`src/rtl/tempo_subdivision_hit_generator_defines.svh`:
```
// ---------------------------------------------------------------------------
// Assertion macros for the tempo subdivision hit generator
// ---------------------------------------------------------------------------
`ifndef TEMPO_SUBDIVISION_HIT_GENERATOR_DEFINES_SVH
`define TEMPO_SUBDIVISION_HIT_GENERATOR_DEFINES_SVH

// Check a consequence in the same cycle as its cause
`define TSHG_ASSERT_SAME(lbl, clk, rstn, ante, cons, msg) \
    lbl: assert property (@(posedge clk) disable iff (!rstn) (ante) |-> (cons)) \
        else $error(msg);

// Check a consequence in the cycle after its cause
`define TSHG_ASSERT_NEXT(lbl, clk, rstn, ante, cons, msg) \
    lbl: assert property (@(posedge clk) disable iff (!rstn) (ante) |=> (cons)) \
        else $error(msg);

`endif

```
`src/rtl/tshg_pkg.sv`:
```
// ---------------------------------------------------------------------------
// tshg_pkg
// Shared widths, register codes and state type of the hit generator.
// ---------------------------------------------------------------------------
`default_nettype none

package tshg_pkg;

    // Field widths
    localparam int TEMPO_W     = 20;
    localparam int RATE_W      = 18;
    localparam int START_W     = 48;
    localparam int LEN_W       = 14;
    localparam int SUB_W       = 7;
    localparam int SCALE_W     = 16;

    // Configuration port
    localparam int CFG_ADDR_W  = 1;
    localparam int CFG_DATA_W  = 16;
    localparam logic [CFG_ADDR_W-1:0] CFG_SUBDIV = 1'd0;
    localparam logic [CFG_ADDR_W-1:0] CFG_SCALE  = 1'd1;
    localparam logic [SUB_W-1:0]   SUB_RESET   = 7'd1;
    localparam logic [SCALE_W-1:0] SCALE_RESET = 16'd256;

    // Samples per minute scale: 60 seconds times 1000 for milli-bpm
    localparam int RATE_SCALE_W = 16;
    localparam logic [RATE_SCALE_W-1:0] RATE_SCALE = 16'd60000;
    localparam int NUM_BASE_W  = RATE_SCALE_W + RATE_W;
    localparam int DEN_W       = TEMPO_W + SUB_W;

    // Parameter defaults
    localparam int MAX_HITS_DEF  = 64;
    localparam int FRAC_BITS_DEF = 16;
    localparam int QUEUE_DEPTH   = 2;

    typedef enum logic [2:0] {
        FR_IDLE,
        FR_CHECK,
        FR_DIV_P,
        FR_MOD_GO,
        FR_DIV_M,
        FR_CNT_GO,
        FR_DIV_C,
        FR_PUSH
    } front_state_t;

endpackage

`default_nettype wire

```
`src/rtl/tshg_div.sv`:
```
// ---------------------------------------------------------------------------
// tshg_div
// Restoring divider, one quotient bit per cycle; dividend comes MSB-aligned.
// ---------------------------------------------------------------------------
`default_nettype none

module tshg_div #(
    parameter int QW = 64,
    parameter int PW = 50,
    parameter int SW = $clog2(QW + 1)
) (
    input  wire logic          aclk,
    input  wire logic          aresetn,
    input  wire logic          start,
    input  wire logic [QW-1:0] dividend,
    input  wire logic [PW-1:0] divisor,
    input  wire logic [SW-1:0] steps,
    output logic               done,
    output logic [QW-1:0]      quotient,
    output logic [PW-1:0]      remainder
);

    logic [QW-1:0] q_reg, q_next;
    logic [PW-1:0] r_reg, r_next;
    logic [PW-1:0] d_reg, d_next;
    logic [SW-1:0] cnt_reg, cnt_next;
    logic          run_reg, run_next;
    logic          done_reg, done_next;

    logic [PW:0]   trial;
    logic [PW:0]   diff;
    logic          ge;

    // Shift in the next dividend bit and try the subtraction
    always_comb begin
        trial = {r_reg, q_reg[QW-1]};
        diff  = trial - {1'b0, d_reg};
        ge    = (trial >= {1'b0, d_reg});
    end

    always_comb begin
        q_next    = q_reg;
        r_next    = r_reg;
        d_next    = d_reg;
        cnt_next  = cnt_reg;
        run_next  = run_reg;
        done_next = 1'b0;
        if (start) begin
            q_next   = dividend;
            r_next   = '0;
            d_next   = divisor;
            cnt_next = steps;
            run_next = 1'b1;
        end else if (run_reg) begin
            q_next   = {q_reg[QW-2:0], ge};
            r_next   = ge ? diff[PW-1:0] : trial[PW-1:0];
            cnt_next = cnt_reg - SW'(1);
            if (cnt_reg == SW'(1)) begin
                run_next  = 1'b0;
                done_next = 1'b1;
            end
        end
    end

    always_ff @(posedge aclk) begin
        if (!aresetn) begin
            run_reg  <= 1'b0;
            done_reg <= 1'b0;
        end else begin
            run_reg  <= run_next;
            done_reg <= done_next;
        end
        q_reg   <= q_next;
        r_reg   <= r_next;
        d_reg   <= d_next;
        cnt_reg <= cnt_next;
    end

    assign done      = done_reg;
    assign quotient  = q_reg;
    assign remainder = r_reg;

endmodule

`default_nettype wire

```
`src/rtl/tshg_front.sv`:
```
// ---------------------------------------------------------------------------
// tshg_front
// Accept a buffer, derive period, first hit offset and hit count.
// ---------------------------------------------------------------------------
`default_nettype none

module tshg_front #(
    parameter int FRAC_BITS = tshg_pkg::FRAC_BITS_DEF,
    parameter int MAX_HITS  = tshg_pkg::MAX_HITS_DEF,
    parameter int OW        = tshg_pkg::LEN_W + FRAC_BITS,
    parameter int IW        = $clog2(MAX_HITS + 1)
) (
    input  wire logic                         aclk,
    input  wire logic                         aresetn,
    input  wire logic                         s_valid,
    output logic                              s_ready,
    input  wire logic [tshg_pkg::TEMPO_W-1:0] s_tempo_milli_bpm,
    input  wire logic [tshg_pkg::RATE_W-1:0]  s_rate_hz,
    input  wire logic [tshg_pkg::START_W-1:0] s_start_sample,
    input  wire logic [tshg_pkg::LEN_W-1:0]   s_buffer_length,
    input  wire logic [tshg_pkg::SUB_W-1:0]   subdivision,
    output logic                              push,
    input  wire logic                         full,
    output logic [tshg_pkg::START_W-1:0]      job_start,
    output logic [OW-1:0]                     job_first,
    output logic [OW-1:0]                     job_period,
    output logic [IW-1:0]                     job_last_idx,
    output logic                              job_trunc
);

    localparam int PW = tshg_pkg::NUM_BASE_W + FRAC_BITS;
    localparam int QW = tshg_pkg::START_W + FRAC_BITS;
    localparam int SW = $clog2(QW + 1);

    tshg_pkg::front_state_t state_reg, state_next;

    logic [tshg_pkg::START_W-1:0]    start_reg, start_next;
    logic [tshg_pkg::LEN_W-1:0]      len_reg, len_next;
    logic [tshg_pkg::DEN_W-1:0]      den_reg, den_next;
    logic [tshg_pkg::NUM_BASE_W-1:0] num_reg, num_next;
    logic [PW-1:0]                   period_reg, period_next;
    logic [PW-1:0]                   first_reg, first_next;
    logic [IW-1:0]                   last_idx_reg, last_idx_next;
    logic                            trunc_reg, trunc_next;

    logic          div_start;
    logic [QW-1:0] div_dividend;
    logic [PW-1:0] div_divisor;
    logic [SW-1:0] div_steps;
    logic          div_done;
    logic [QW-1:0] div_quot;
    logic [PW-1:0] div_rem;

    logic          accept;
    logic [OW-1:0] limit;
    logic [OW-1:0] span;
    logic          no_work;
    logic          no_period;
    logic          no_hit;
    logic          over;

    // Conditions that end a buffer with no hits, and the hit-count overflow check
    always_comb begin
        accept    = s_valid && s_ready;
        limit     = {len_reg, FRAC_BITS'(0)};
        span      = limit - OW'(1) - first_reg[OW-1:0];
        no_work   = (den_reg == '0) || (len_reg == '0);
        no_period = (period_reg == '0);
        no_hit    = (first_reg >= PW'(limit));
        over      = (div_quot >= QW'(MAX_HITS));
    end

    // Next state
    always_comb begin
        state_next = state_reg;
        case (state_reg)
            tshg_pkg::FR_IDLE: begin
                if (s_valid) state_next = tshg_pkg::FR_CHECK;
            end
            tshg_pkg::FR_CHECK: begin
                state_next = no_work ? tshg_pkg::FR_IDLE : tshg_pkg::FR_DIV_P;
            end
            tshg_pkg::FR_DIV_P: begin
                if (div_done) state_next = tshg_pkg::FR_MOD_GO;
            end
            tshg_pkg::FR_MOD_GO: begin
                state_next = no_period ? tshg_pkg::FR_IDLE : tshg_pkg::FR_DIV_M;
            end
            tshg_pkg::FR_DIV_M: begin
                if (div_done) state_next = tshg_pkg::FR_CNT_GO;
            end
            tshg_pkg::FR_CNT_GO: begin
                state_next = no_hit ? tshg_pkg::FR_IDLE : tshg_pkg::FR_DIV_C;
            end
            tshg_pkg::FR_DIV_C: begin
                if (div_done) state_next = tshg_pkg::FR_PUSH;
            end
            tshg_pkg::FR_PUSH: begin
                if (!full) state_next = tshg_pkg::FR_IDLE;
            end
            default: state_next = tshg_pkg::FR_IDLE;
        endcase
    end

    // Outputs: handshake and divider launches
    always_comb begin
        s_ready      = 1'b0;
        push         = 1'b0;
        div_start    = 1'b0;
        div_dividend = {num_reg, (QW - tshg_pkg::NUM_BASE_W)'(0)};
        div_divisor  = PW'(den_reg);
        div_steps    = SW'(PW);
        case (state_reg)
            tshg_pkg::FR_IDLE: begin
                s_ready = 1'b1;
            end
            tshg_pkg::FR_CHECK: begin
                div_start = !no_work;
            end
            tshg_pkg::FR_MOD_GO: begin
                div_start    = !no_period;
                div_dividend = {start_reg, FRAC_BITS'(0)};
                div_divisor  = period_reg;
                div_steps    = SW'(QW);
            end
            tshg_pkg::FR_CNT_GO: begin
                div_start    = !no_hit;
                div_dividend = {span, (QW - OW)'(0)};
                div_divisor  = period_reg;
                div_steps    = SW'(OW);
            end
            tshg_pkg::FR_PUSH: begin
                push = !full;
            end
            default: begin
                s_ready = 1'b0;
            end
        endcase
    end

    // Datapath registers
    always_comb begin
        start_next    = start_reg;
        len_next      = len_reg;
        den_next      = den_reg;
        num_next      = num_reg;
        period_next   = period_reg;
        first_next    = first_reg;
        last_idx_next = last_idx_reg;
        trunc_next    = trunc_reg;
        if (accept) begin
            start_next = s_start_sample;
            len_next   = s_buffer_length;
            den_next   = s_tempo_milli_bpm * subdivision;
            num_next   = tshg_pkg::RATE_SCALE * s_rate_hz;
        end
        if (div_done) begin
            case (state_reg)
                tshg_pkg::FR_DIV_P: begin
                    period_next = div_quot[PW-1:0];
                end
                tshg_pkg::FR_DIV_M: begin
                    first_next = (div_rem == '0) ? '0 : period_reg - div_rem;
                end
                tshg_pkg::FR_DIV_C: begin
                    trunc_next    = over;
                    last_idx_next = over ? IW'(MAX_HITS - 1) : div_quot[IW-1:0];
                end
                default: begin
                    trunc_next = trunc_reg;
                end
            endcase
        end
    end

    always_ff @(posedge aclk) begin
        if (!aresetn) begin
            state_reg <= tshg_pkg::FR_IDLE;
        end else begin
            state_reg <= state_next;
        end
        start_reg    <= start_next;
        len_reg      <= len_next;
        den_reg      <= den_next;
        num_reg      <= num_next;
        period_reg   <= period_next;
        first_reg    <= first_next;
        last_idx_reg <= last_idx_next;
        trunc_reg    <= trunc_next;
    end

    tshg_div #(
        .QW (QW),
        .PW (PW),
        .SW (SW)
    ) u_div (
        .aclk      (aclk),
        .aresetn   (aresetn),
        .start     (div_start),
        .dividend  (div_dividend),
        .divisor   (div_divisor),
        .steps     (div_steps),
        .done      (div_done),
        .quotient  (div_quot),
        .remainder (div_rem)
    );

    // Offsets of emitted hits stay below the limit, so the low bits suffice
    assign job_start    = start_reg;
    assign job_first    = first_reg[OW-1:0];
    assign job_period   = period_reg[OW-1:0];
    assign job_last_idx = last_idx_reg;
    assign job_trunc    = trunc_reg;

endmodule

`default_nettype wire

```
`src/rtl/tshg_fifo.sv`:
```
// ---------------------------------------------------------------------------
// tshg_fifo
// Small descriptor queue between the front and back parts.
// ---------------------------------------------------------------------------
`default_nettype none

module tshg_fifo #(
    parameter int WIDTH = 8,
    parameter int DEPTH = tshg_pkg::QUEUE_DEPTH
) (
    input  wire logic             aclk,
    input  wire logic             aresetn,
    input  wire logic             push,
    input  wire logic [WIDTH-1:0] wdata,
    output logic                  full,
    input  wire logic             pop,
    output logic [WIDTH-1:0]      rdata,
    output logic                  empty
);

    localparam int AW = (DEPTH > 1) ? $clog2(DEPTH) : 1;
    localparam int CW = $clog2(DEPTH + 1);

    logic [WIDTH-1:0] mem_reg [DEPTH];
    logic [AW-1:0]    wptr_reg, wptr_next;
    logic [AW-1:0]    rptr_reg, rptr_next;
    logic [CW-1:0]    cnt_reg, cnt_next;

    // Advance pointers and occupancy
    always_comb begin
        wptr_next = wptr_reg;
        rptr_next = rptr_reg;
        cnt_next  = cnt_reg;
        if (push) begin
            wptr_next = (wptr_reg == AW'(DEPTH - 1)) ? '0 : wptr_reg + AW'(1);
        end
        if (pop) begin
            rptr_next = (rptr_reg == AW'(DEPTH - 1)) ? '0 : rptr_reg + AW'(1);
        end
        if (push && !pop) begin
            cnt_next = cnt_reg + CW'(1);
        end else if (pop && !push) begin
            cnt_next = cnt_reg - CW'(1);
        end
    end

    always_ff @(posedge aclk) begin
        if (!aresetn) begin
            wptr_reg <= '0;
            rptr_reg <= '0;
            cnt_reg  <= '0;
        end else begin
            wptr_reg <= wptr_next;
            rptr_reg <= rptr_next;
            cnt_reg  <= cnt_next;
        end
        if (push) begin
            mem_reg[wptr_reg] <= wdata;
        end
    end

    assign full  = (cnt_reg == CW'(DEPTH));
    assign empty = (cnt_reg == '0);
    assign rdata = mem_reg[rptr_reg];

endmodule

`default_nettype wire

```
`src/rtl/tshg_back.sv`:
```
// ---------------------------------------------------------------------------
// tshg_back
// Walk the hits of one buffer and present one result per cycle while m_ready is high.
// ---------------------------------------------------------------------------
`default_nettype none

module tshg_back #(
    parameter int FRAC_BITS = tshg_pkg::FRAC_BITS_DEF,
    parameter int OW        = tshg_pkg::LEN_W + FRAC_BITS,
    parameter int IW        = 7
) (
    input  wire logic                         aclk,
    input  wire logic                         aresetn,
    input  wire logic                         empty,
    output logic                              pop,
    input  wire logic [tshg_pkg::START_W-1:0] job_start,
    input  wire logic [OW-1:0]                job_first,
    input  wire logic [OW-1:0]                job_period,
    input  wire logic [IW-1:0]                job_last_idx,
    input  wire logic                         job_trunc,
    input  wire logic [tshg_pkg::SCALE_W-1:0] scale,
    output logic                              m_valid,
    input  wire logic                         m_ready,
    output logic [tshg_pkg::START_W-1:0]      m_hit_position,
    output logic [tshg_pkg::SCALE_W-1:0]      m_hit_value,
    output logic                              m_last_hit,
    output logic                              m_truncated
);

    localparam logic [OW:0] HALF = (OW + 1)'(1) << (FRAC_BITS - 1);

    logic                         busy_reg, busy_next;
    logic [tshg_pkg::START_W-1:0] start_reg, start_next;
    logic [OW-1:0]                off_reg, off_next;
    logic [OW-1:0]                per_reg, per_next;
    logic [IW-1:0]                k_reg, k_next;
    logic [IW-1:0]                last_reg, last_next;
    logic                         trunc_reg, trunc_next;

    logic                         xfer;
    logic                         final_hit;
    logic [OW:0]                  rounded;

    always_comb begin
        xfer      = busy_reg && m_ready;
        final_hit = (k_reg == last_reg);
        pop       = !empty && (!busy_reg || (xfer && final_hit));
    end

    // Load a new buffer, step to the next hit, or drop to idle
    always_comb begin
        busy_next  = busy_reg;
        start_next = start_reg;
        off_next   = off_reg;
        per_next   = per_reg;
        k_next     = k_reg;
        last_next  = last_reg;
        trunc_next = trunc_reg;
        if (pop) begin
            busy_next  = 1'b1;
            start_next = job_start;
            off_next   = job_first;
            per_next   = job_period;
            k_next     = '0;
            last_next  = job_last_idx;
            trunc_next = job_trunc;
        end else if (xfer && final_hit) begin
            busy_next = 1'b0;
        end else if (xfer) begin
            off_next = off_reg + per_reg;
            k_next   = k_reg + IW'(1);
        end
    end

    always_ff @(posedge aclk) begin
        if (!aresetn) begin
            busy_reg <= 1'b0;
        end else begin
            busy_reg <= busy_next;
        end
        start_reg <= start_next;
        off_reg   <= off_next;
        per_reg   <= per_next;
        k_reg     <= k_next;
        last_reg  <= last_next;
        trunc_reg <= trunc_next;
    end

    // Round the fixed-point offset to the nearest sample, halves up
    always_comb begin
        rounded        = {1'b0, off_reg} + HALF;
        m_hit_position = start_reg + tshg_pkg::START_W'(rounded[OW:FRAC_BITS]);
    end

    assign m_valid     = busy_reg;
    assign m_hit_value = scale;
    assign m_last_hit  = final_hit;
    assign m_truncated = trunc_reg;

endmodule

`default_nettype wire

```
`src/rtl/tempo_subdivision_hit_generator.sv`:
```
// ---------------------------------------------------------------------------
// tempo_subdivision_hit_generator
// Emits subdivision hit positions for each audio buffer.
// ---------------------------------------------------------------------------
// Each accepted buffer item yields zero to MAX_HITS results, one per hit,
// in increasing position order; last_hit marks the final one and truncated
// is set on every result of a buffer that had more hits than MAX_HITS. The
// front part works through one buffer at a time on a single restoring
// divider that produces one bit per cycle; it derives the period, then the
// first-hit remainder, then the hit count, with control states for accept,
// check, the two divider launches and the push, which waits while the queue
// is full. A buffer with no work, no period or no hit goes back to idle
// early. The back part then emits one hit per cycle while m_ready is high. A
// two-entry descriptor queue sits between them, so the arithmetic for the
// next buffer overlaps the emission of the current one. Configuration
// writes must be issued while the block is idle.
// ---------------------------------------------------------------------------
`default_nettype none

`include "tempo_subdivision_hit_generator_defines.svh"

module tempo_subdivision_hit_generator #(
    parameter int MAX_HITS  = tshg_pkg::MAX_HITS_DEF,
    parameter int FRAC_BITS = tshg_pkg::FRAC_BITS_DEF
) (
    input  wire logic                            aclk,
    input  wire logic                            aresetn,
    input  wire logic                            cfg_we,
    input  wire logic [tshg_pkg::CFG_ADDR_W-1:0] cfg_addr,
    input  wire logic [tshg_pkg::CFG_DATA_W-1:0] cfg_wdata,
    input  wire logic                            s_valid,
    output logic                                 s_ready,
    input  wire logic [tshg_pkg::TEMPO_W-1:0]    s_tempo_milli_bpm,
    input  wire logic [tshg_pkg::RATE_W-1:0]     s_rate_hz,
    input  wire logic [tshg_pkg::START_W-1:0]    s_start_sample,
    input  wire logic [tshg_pkg::LEN_W-1:0]      s_buffer_length,
    output logic                                 m_valid,
    input  wire logic                            m_ready,
    output logic [tshg_pkg::START_W-1:0]         m_hit_position,
    output logic [tshg_pkg::SCALE_W-1:0]         m_hit_value,
    output logic                                 m_last_hit,
    output logic                                 m_truncated
);

    localparam int OW = tshg_pkg::LEN_W + FRAC_BITS;
    localparam int IW = $clog2(MAX_HITS + 1);
    localparam int DW = tshg_pkg::START_W + 2 * OW + IW + 1;

    logic [tshg_pkg::SUB_W-1:0]   sub_reg, sub_next;
    logic [tshg_pkg::SCALE_W-1:0] scale_reg, scale_next;

    logic                         q_push;
    logic                         q_full;
    logic                         q_pop;
    logic                         q_empty;
    logic [DW-1:0]                q_wdata;
    logic [DW-1:0]                q_rdata;

    logic [tshg_pkg::START_W-1:0] f_start, b_start;
    logic [OW-1:0]                f_first, b_first;
    logic [OW-1:0]                f_period, b_period;
    logic [IW-1:0]                f_last, b_last;
    logic                         f_trunc, b_trunc;

    // Configuration registers
    always_comb begin
        sub_next   = sub_reg;
        scale_next = scale_reg;
        if (cfg_we) begin
            case (cfg_addr)
                tshg_pkg::CFG_SUBDIV: sub_next   = cfg_wdata[tshg_pkg::SUB_W-1:0];
                tshg_pkg::CFG_SCALE:  scale_next = cfg_wdata[tshg_pkg::SCALE_W-1:0];
                default:              sub_next   = sub_reg;
            endcase
        end
    end

    always_ff @(posedge aclk) begin
        if (!aresetn) begin
            sub_reg   <= tshg_pkg::SUB_RESET;
            scale_reg <= tshg_pkg::SCALE_RESET;
        end else begin
            sub_reg   <= sub_next;
            scale_reg <= scale_next;
        end
    end

    tshg_front #(
        .FRAC_BITS (FRAC_BITS),
        .MAX_HITS  (MAX_HITS),
        .OW        (OW),
        .IW        (IW)
    ) u_front (
        .aclk              (aclk),
        .aresetn           (aresetn),
        .s_valid           (s_valid),
        .s_ready           (s_ready),
        .s_tempo_milli_bpm (s_tempo_milli_bpm),
        .s_rate_hz         (s_rate_hz),
        .s_start_sample    (s_start_sample),
        .s_buffer_length   (s_buffer_length),
        .subdivision       (sub_reg),
        .push              (q_push),
        .full              (q_full),
        .job_start         (f_start),
        .job_first         (f_first),
        .job_period        (f_period),
        .job_last_idx      (f_last),
        .job_trunc         (f_trunc)
    );

    // Pack and unpack the buffer descriptor
    assign q_wdata = {f_start, f_first, f_period, f_last, f_trunc};
    assign {b_start, b_first, b_period, b_last, b_trunc} = q_rdata;

    tshg_fifo #(
        .WIDTH (DW),
        .DEPTH (tshg_pkg::QUEUE_DEPTH)
    ) u_queue (
        .aclk    (aclk),
        .aresetn (aresetn),
        .push    (q_push),
        .wdata   (q_wdata),
        .full    (q_full),
        .pop     (q_pop),
        .rdata   (q_rdata),
        .empty   (q_empty)
    );

    tshg_back #(
        .FRAC_BITS (FRAC_BITS),
        .OW        (OW),
        .IW        (IW)
    ) u_back (
        .aclk           (aclk),
        .aresetn        (aresetn),
        .empty          (q_empty),
        .pop            (q_pop),
        .job_start      (b_start),
        .job_first      (b_first),
        .job_period     (b_period),
        .job_last_idx   (b_last),
        .job_trunc      (b_trunc),
        .scale          (scale_reg),
        .m_valid        (m_valid),
        .m_ready        (m_ready),
        .m_hit_position (m_hit_position),
        .m_hit_value    (m_hit_value),
        .m_last_hit     (m_last_hit),
        .m_truncated    (m_truncated)
    );

    // Queue is never written while full
    `TSHG_ASSERT_SAME(a_queue_no_overflow, aclk, aresetn, q_push, !q_full, "push into full queue")
    // A buffer's hits leave back to back until the last one
    `TSHG_ASSERT_NEXT(a_burst_continues, aclk, aresetn, m_valid && m_ready && !m_last_hit, m_valid, "gap inside a hit burst")
    // The truncation flag holds across all hits of one buffer
    `TSHG_ASSERT_NEXT(a_trunc_steady, aclk, aresetn, m_valid && m_ready && !m_last_hit, m_truncated == $past(m_truncated), "truncation flag changed inside a burst")

endmodule

`default_nettype wire
```
`config.mk`:
```
export PLATFORM = sky130hd
export DESIGN_NAME = tempo_subdivision_hit_generator
export DESIGN_NICKNAME = d
export VERILOG_FILES = /design/src/rtl/tshg_pkg.sv /design/src/rtl/tshg_div.sv /design/src/rtl/tshg_front.sv /design/src/rtl/tshg_fifo.sv /design/src/rtl/tshg_back.sv /design/src/rtl/tempo_subdivision_hit_generator.sv
export VERILOG_INCLUDE_DIRS = /design/src /design/src/rtl
export SDC_FILE = /design/constraint.sdc
export NUM_CORES = 2
export LEC_CHECK = 0
export BUFFER_PORTS_ARGS = -buffer_cell sky130_fd_sc_hd__buf_2
export CAP_MARGIN = 10
export CORE_ASPECT_RATIO = 1.2
export CORE_MARGIN = 3
export CORE_UTILIZATION = 48
export DETAILED_ROUTE_END_ITERATION = 7
export SLEW_MARGIN = 20
export SYNTH_ARGS = -nofsm -noshare
export SYNTH_HDL_FRONTEND = slang
export SYNTH_SLANG_ARGS = --single-unit
```
`constraint.sdc`:
```
create_clock -name aclk -period 17.5 [get_ports aclk]
set_input_delay 0.875 -clock aclk [delete_from_list [all_inputs] [get_ports aclk]]
set_output_delay 0.875 -clock aclk [all_outputs]
set_load 0.01 [all_outputs]
```
==> flow_summary.toml <==
[layout]
fin_util_pct = 54.1
nNetsFinal = 4822
largest_register_ffs = 232
regArea_sq_mm = 0.0227
area_delta_synth_final_pct = 11.0
layout-drive-gt1-share_pct = 11.9
fill_cells = 8296
multiInputGateArea_sq_mm = 0.0214

[synthesis]
synth_top_cell_by_area = "edfxtp_1"
yosysSeqAreaShare_pct = 49.4
ys_top_cells_by_area = "edfxtp_1 45%, ha_1 8.2%, fa_1 7.2%, dfxtp_1 4.0%, a21oi_1 3.3%"
syn_inst = 4056
yosysMostFrequentCell = "edfxtp_1"
yosys.area.top_type_share_pct = 45.4
synth-seq-cells = 786
synth_edf_count = 695
synthFlopType = "edfxtp_1"
async_flop_share_pct = 0
synth_fp_nets = 4644
syn_area_sq_mm = 0.0460
yosys-top-cells-count = "695 x edfxtp_1, 385 x inv_1, 301 x a21oi_1, 301 x ha_1, 290 x nor2_1"
synth-simple-area-share_pct = 11.3
synthMuxAreaShare_pct = 3.69
syn-mean-instance-area_sq_um = 11.3
synth_cell_types = 84
synth-xor-area-share_pct = 4.63
synth_top_family_by_area = "adder cells"
synth_compound_area_share_pct = 11.3
yosysWarnings = 0
synth-adder-area-share_pct = 15.4

[detailed_routing]
wl_um = 123000
viasPerCell = 5.67
wl_per_cell_um = 22.1
vias = 31492
drtIter0Drc = 2333
drt_first_pass_iters = 7
drc = 0
antenna_left = 0

[grt]
grt_first_pass_wirelength_um = 187000
grt_overflow = 0
grt_pass1_vias = 31087
grt_max_degree = 104
grtUsageTotal_pct = 24.7
antenna_found_initial = 7

[job]
cap_violations = 0

[sta]
fin_worst_skew_ns = 0.0450
setup_viol_count_final = 0
drv_slew = 0
rsz0062_at_grt = "false"
slew_headroom_pct = 27.6
worstMarginPinSlew_ns = 1.09
finalCritPeriodShare_pct = 35.6
hold_violations = 0
setup_tns_ns = 0
fin_crit_ns = 6.22
fmax_mhz = 161

[clock_tree]
postCtsHoldBufs = 0
cts_buffer_depth = 3
clk_latency_ns = 0.66
post-cts-setup-buffers = 0
htree_levels = 3
cts_inserted_buffers = 85
cts_resized = 0
cts_tree = "yes"
clk_pin_slew_ns = 0.06
root_buffer = "clkbuf_16"
clock_sinks = 786

[hold_path]
min-delay-path-class = "in -> reg"
hp-start = "s_buffer_length[8]"
hold_depth = 1

[die]
dieArea_sq_mm = 0.0995
coreArea_sq_mm = 0.0943
die_y_um = 345
die_x_um = 288
initial_utilization_pct = 48.7
fp-row-count = 123
ios = 190

[critical_path]
cp-end-kind = "flip-flop"
crit_type = "reg -> reg"
r2r-start = "sub_reg[6]$_SDFFE_PN0P_"
critPathLaunchType = "flip-flop"
crit_start = "sub_reg[6]$_SDFFE_PN0P_"
crit_arrival_ns = 6.60
required_ns = 17.88
worstRegToRegCells = 19
rrSetupSlack_ns = 11.28
critPathMaxFanout = 21

[placed_design]
dp.final_hpwl_um = 92200
port-buffer-count = 189
routabilityCongestion = 0.926

[power_and_ir_drop]
power_density_mw_per_mm2 = 150
ir_drop_v = 0.0000871
power.leakage_nw = 20.5

[outcome]
outcome = "finished clean"
==> logic make-up (layout without fill, tap and decap cells) <==
family                   Yosys count  after routing
buffers and inverters            518            769
AND/OR/NAND/NOR                 1060           1060
XOR/XNOR                         243            243
adder cells (fa/ha/maj)          466            466
multiplexers                     155            155
flip-flops                       786            786
other                              1              2
AO/OA/AOI/OAI                    827            827
==> where the power goes <==
part           leakage (nW)  switching, mW  internal (mW)
sequential             7.09          0.264           2.47
clock                  1.34          0.776          0.986
combinational          12.1           1.86           1.32
==> routing by layer <==
layer	routed length, um	vias to the layer above	global-route usage [%]	part of all wire (%)
met2	60300	870	42.2	49
li1	-	14869	-	-
met1	52300	15547	32.9	42
met3	6340	206	2.90	5.2
met4	4180	0	8.38	3.4
met5	0	-	0	0
==> per-stage QoR <==
stage | hold WS (ns) | worst slack, ns | power, mW | instance area (sq um) | std cells
floorplan | 0.421 | 3.84 | 5.06 | 46000 | 4056
global placement | 0.423 | 11.15 | 5.92 | 48300 | 5397
detailed placement | 0.431 | 11.08 | 5.94 | 48300 | 5397
CTS | 0.352 | 11.25 | 7.72 | 51000 | 5557
global route | 0.359 | 10.78 | 8.21 | 51000 | 5558
finish | 0.380 | 11.28 | 7.67 | 51000 | 5558
==> placed cells by master (no fill, tap or decap), types with 89 or more instances in the layout <==
master    instances
nor2_1          289
ha_1            301
fa_1            165
xor2_1          101
and2_1          116
mux2_2          117
o21ai_0         158
nand2_1         253
edfxtp_1        695
xnor2_1         142
dfxtp_1          89
buf_2           189
inv_1           383
a21oi_1         301
==> worst max-delay path, stage by stage, from the launching register on <==
cell     delay [ns]
dfxtp_1        0.81
nand2_1        0.17
fa_1           0.55
fa_1           0.55
inv_1          0.05
fa_1           0.52
inv_1          0.05
fa_1           0.53
inv_1          0.04
ha_1           0.21
or3_1          0.40
o211a_1        0.24
o41ai_2        0.34
o21ai_0        0.24
o41ai_1        0.43
inv_1          0.11
a21o_1         0.20
a21o_1         0.18
a21o_1         0.18
xor2_1         0.13
==> path summary, 6_finish.rpt <==
path,to
setup / recovery,u_front.den_reg[22]$_DFFE_PP_
hold / removal,u_front.len_reg[8]$_DFFE_PP_
setup reg to reg,u_front.den_reg[22]$_DFFE_PP_
hold reg to reg,u_queue.mem_reg[0][3]$_DFFE_PP_
==> area by class of cell <==
| class | count | area share (%) |
|---|---|---|
| Antenna cell | 1 | 0.00490 |
| Tap cell | 1250 | 3.06 |
| Clock inverter | 53 | 0.973 |
| Sequential cell | 786 | 44.5 |
| Timing Repair Buffer | 222 | 2.34 |
| Inverter | 387 | 2.86 |
| Clock buffer | 107 | 4.41 |
| Multi-Input combinational cell | 2752 | 41.9 |
Note: power is estimated with default switching activity, not from simulation.
